<file path="src/hw/rtl/zpconv_ram.sv">
// Generic single-write, single-read RAM with registered read data.
module zpconv_ram #(
  parameter int WIDTH = 16,
  parameter int DEPTH = 64,
  localparam int AW   = (DEPTH > 1) ? $clog2(DEPTH) : 1
) (
  input  logic             clk,
  input  logic             we,
  input  logic [AW-1:0]    waddr,
  input  logic [WIDTH-1:0] wdata,
  input  logic [AW-1:0]    raddr,
  output logic [WIDTH-1:0] rdata
);

  logic [WIDTH-1:0] mem [DEPTH];

  always_ff @(posedge clk) begin
    if (we) begin
      mem[waddr] <= wdata;
    end
    rdata <= mem[raddr];
  end

endmodule
</file>
<file path="config.mk">
export PLATFORM = sky130hd
export DESIGN_NAME = zpconv_ram
export DESIGN_NICKNAME = d
export VERILOG_FILES = /design/src/hw/rtl/zpconv_ram.sv
export SDC_FILE = /design/constraint.sdc
export NUM_CORES = 1
export LEC_CHECK = 0
export ABC_AREA = 1
export BUFFER_PORTS_ARGS = -buffer_cell sky130_fd_sc_hd__buf_4
export CAP_MARGIN = 40
export CORE_MARGIN = 2
export CORE_UTILIZATION = 36
export CTS_BUF_LIST = sky130_fd_sc_hd__clkbuf_8
export CTS_CLUSTER_DIAMETER = 30
export CTS_CLUSTER_SIZE = 20
export DETAILED_ROUTE_END_ITERATION = 12
export PLACE_DENSITY = 0.58
export SLEW_MARGIN = 20
export SYNTH_ARGS = -nofsm -noshare
export SYNTH_HDL_FRONTEND = slang
export SYNTH_SLANG_ARGS = --single-unit
</file>
<file path="constraint.sdc">
create_clock -name clk -period 3.47 [get_ports clk]
set_input_delay 0.694 -clock clk [delete_from_list [all_inputs] [get_ports clk]]
set_output_delay 0.694 -clock clk [all_outputs]
set_load 0.05 [all_outputs]
</file>
==> summary.txt <==
Critical path
  • Setup Crit Path Kind: reg -> out
  • Critical path arrival: 1790 ps
  • CP max stage cell: dfxtp_1
  • CP Capture Type: primary output
  • Crit-path max FO: 1
  • Crit path cell chain: buf_4
  • CP Data Required Time: 2780 ps
  • Worst Path Buf+Inv: 1
  • CP top delay family: flip-flops
  • Critical path's largest stage delay: 640 ps
  • CP startpoint kind: flop

Timing
  • Setup violations, final: 0
  • Hold Vio Cnt, Final: 0
  • Fmax: 402 MHz
  • Crit share post-route: 0.717
  • Setup TNS: 0 ps
  • Fin worst setup slack: 982 ps
  • Hold_ws: 273 ps
  • Clock Skew: 50.7 ps
  • Slew headroom: 0.446
  • RSZ-0062 raised after global routing: no
  • Final Critical Period: 2490 ps
  • Worst Tran Pin Value: 832 ps
  • Slew Viols, Final: 0

Layout
  • Layout cells sized above 1: 0.131
  • Area Overhead vs Synth: 15.5%
  • Layout net count: 3,687
  • Post-Layout Inst Area: 0.0486 mm^2
  • Fill cell count: 10,900

Place
  • Final GP Congestion: 0.818
  • Detailed Place HPWL: 61,800 um
  • DP Area: 0.0442 mm^2
  • IO Port Bufs: 45
  • Dpl ws: 599 ps

Synthesis
  • Number of synthesized flops with an enable pin: 1,024
  • Syn Nets: 3,547
  • Synth top area cells: edfxtp_1 73%, nand2_1 12%, nand3_1 10%
  • Post-synthesis async set-or-reset flop share: 0
  • Mapped Cells: 3,517
  • Yosys warnings: 0
  • Synth top area share: 0.730
  • FF+latch count, synth: 1,040
  • Biggest area consumer among synthesized cells: edfxtp_1
  • Mean Syn Cell Area: 12.0 um^2
  • Register area share after synthesis: 0.738
  • Ys flop type: edfxtp_1
  • Cell variety after synth: 16
  • Post-Syn Area: 0.0421 mm^2

Floorplan
  • Chip width: 346 um
  • Initial core utilization: 0.363
  • Die area: 0.120 mm^2
  • Core ar.: 0.116 mm^2
  • Ports: 46
  • Row count: 125
  • Die Span Y: 346 um

Global routing
  • Initial antenna violation count: 10
  • First-pass GRT wire length: 171,000 um
  • Vias in the first global route: 26,800
  • GRT overflow: 0
  • Largest net degree at the start of global routing: 109
  • Total Routing Usage GR: 0.189

Route
  • Vias per cell: 5.10
  • Final ANT Viol Nets: 0
  • 1st-iter DRT viols: 2,799
  • Drt drc: 0
  • DR WL/cell: 21.3 um
  • Vias: 27,300
  • Final wirelength: 114,000 um
  • Drt first pass iters: 5

Clock tree
  • Reg clk slew, reported paths: 70 ps
  • CTS tree: built
  • Setup Fix Bufs, Post-CTS: 0
  • Post-CTS resize count: 0
  • TritonCTS Buffers: 189
  • H-tree depth: 4
  • CTS Hold Bufs: 0
  • Worst skew pair latency: 870 ps
  • Root Buffer: clkbuf_8
  • CTS max path bufs: 3
  • # clock sinks: 1,040

Power and ir drop
  • Switching Power: 7.00 mW
  • Worst IR drop on VDD: 0.000347 V
  • Comb pwr share: 0.060
  • Sequential share of power: 0.485
  • Final Power: 28.8 mW
  • Pleak: 17.6 nW
  • Power density over the cells: 592 mW/mm^2
  • Internal power: 21.8 mW
  • Clock power share: 0.455
  • Sw Share: 0.243

Worst hold path
  • Hold crit path type: in -> reg

Run status
  • Outcome: finished clean

Flow run
  • Max-cap violations: 0
[per-stage QoR]
| stage | util | instances |
|---|---|---|
| 5_1_grt | 0.419 | 5349 |
| 3_3_place_gp | 0.381 | 4988 |
| 3_5_place_dp | 0.381 | 4989 |
| 2_1_floorplan | - | 3517 |
| 4_1_cts | 0.419 | 5347 |
| 6_report | 0.419 | 5351 |
[layer usage]
metal,share of wire,GRT usage
met1,0.43,0.258
met2,0.46,0.294
met3,0.082,0.0471
met4,0.025,0.0637
met5,0.00054,0
[cell families (layout without fill, tap and decap cells)]
kind of cell,count (synthesis),in the layout,share of synthesized area
flip-flops,1040,1040,0.738
AND/OR/NAND/NOR,2240,2240,0.227
other,0,3,0
buffers and inverters,237,544,0.0354
[power by group through the flow]
stage	combinational [mW]	clock [mW]	sequential, mW
global placement	1.72	0	14.2
finish	1.73	13.1	14.0
global route	1.89	13.9	14.0
floorplan	0.930	0	14.3
CTS	1.73	13.3	14.0
detailed placement	1.73	0	14.2
[synthesized netlist by cell type, types with 9 or more instances]
| library cell | number |
|---|---|
| buf_4 | 19 |
| dfxtp_1 | 16 |
| edfxtp_1 | 1024 |
| nor2_1 | 56 |
| buf_6 | 49 |
| nand2_1 | 1296 |
| clkbuf_1 | 26 |
| inv_1 | 9 |
| buf_2 | 113 |
| nand3_1 | 871 |
| buf_1 | 17 |
| nand4_1 | 9 |
[state kept, by name, summed over array words and instances (netlist names)]
register,count
rdata,16
mem,1024
[path summary, 6_finish.rpt]
| kind | depth (start not counted) | start | to | slack, ps |
|---|---|---|---|---|
| worst max register to register | 8 | mem[12][2] | rdata[2] | 1730 |
| worst max-delay path | 1 | rdata[0] | rdata[0] | 980 |
| worst min register to register | 8 | mem[28][1] | rdata[1] | 820 |
| worst min-delay path | 3 | raddr[5] | rdata[13] | 270 |
[cells in the final DEF, fill, tap and decap left out, types with 6 or more instances in the layout]
master / count
nor2_1: 56
inv_6: 16
bufinv_16: 26
nand3_1: 871
clkinvlp_4: 25
clkinv_2: 29
buf_12: 23
clkbuf_8: 198
nor4_2: 8
nand2_1: 1296
edfxtp_1: 1024
nand4_1: 9
clkinv_1: 23
inv_8: 6
dfxtp_1: 16
clkinv_4: 14
buf_4: 148
inv_1: 28
[layout make-up]
class | instances | area, um^2 | area share
Sequential cell | 1040 | 31100 | 0.639
Multi-Input combinational cell | 2240 | 9590 | 0.197
Clock buffer | 198 | 2730 | 0.0561
Tap cell | 1524 | 1910 | 0.0392
Clock inverter | 160 | 1630 | 0.0335
Timing Repair Buffer | 174 | 1620 | 0.0333
Inverter | 12 | 71.3 | 0.00147
Antenna cell | 3 | 7.51 | 0.000154
No activity file was read; power rests on OpenSTA's default activity.
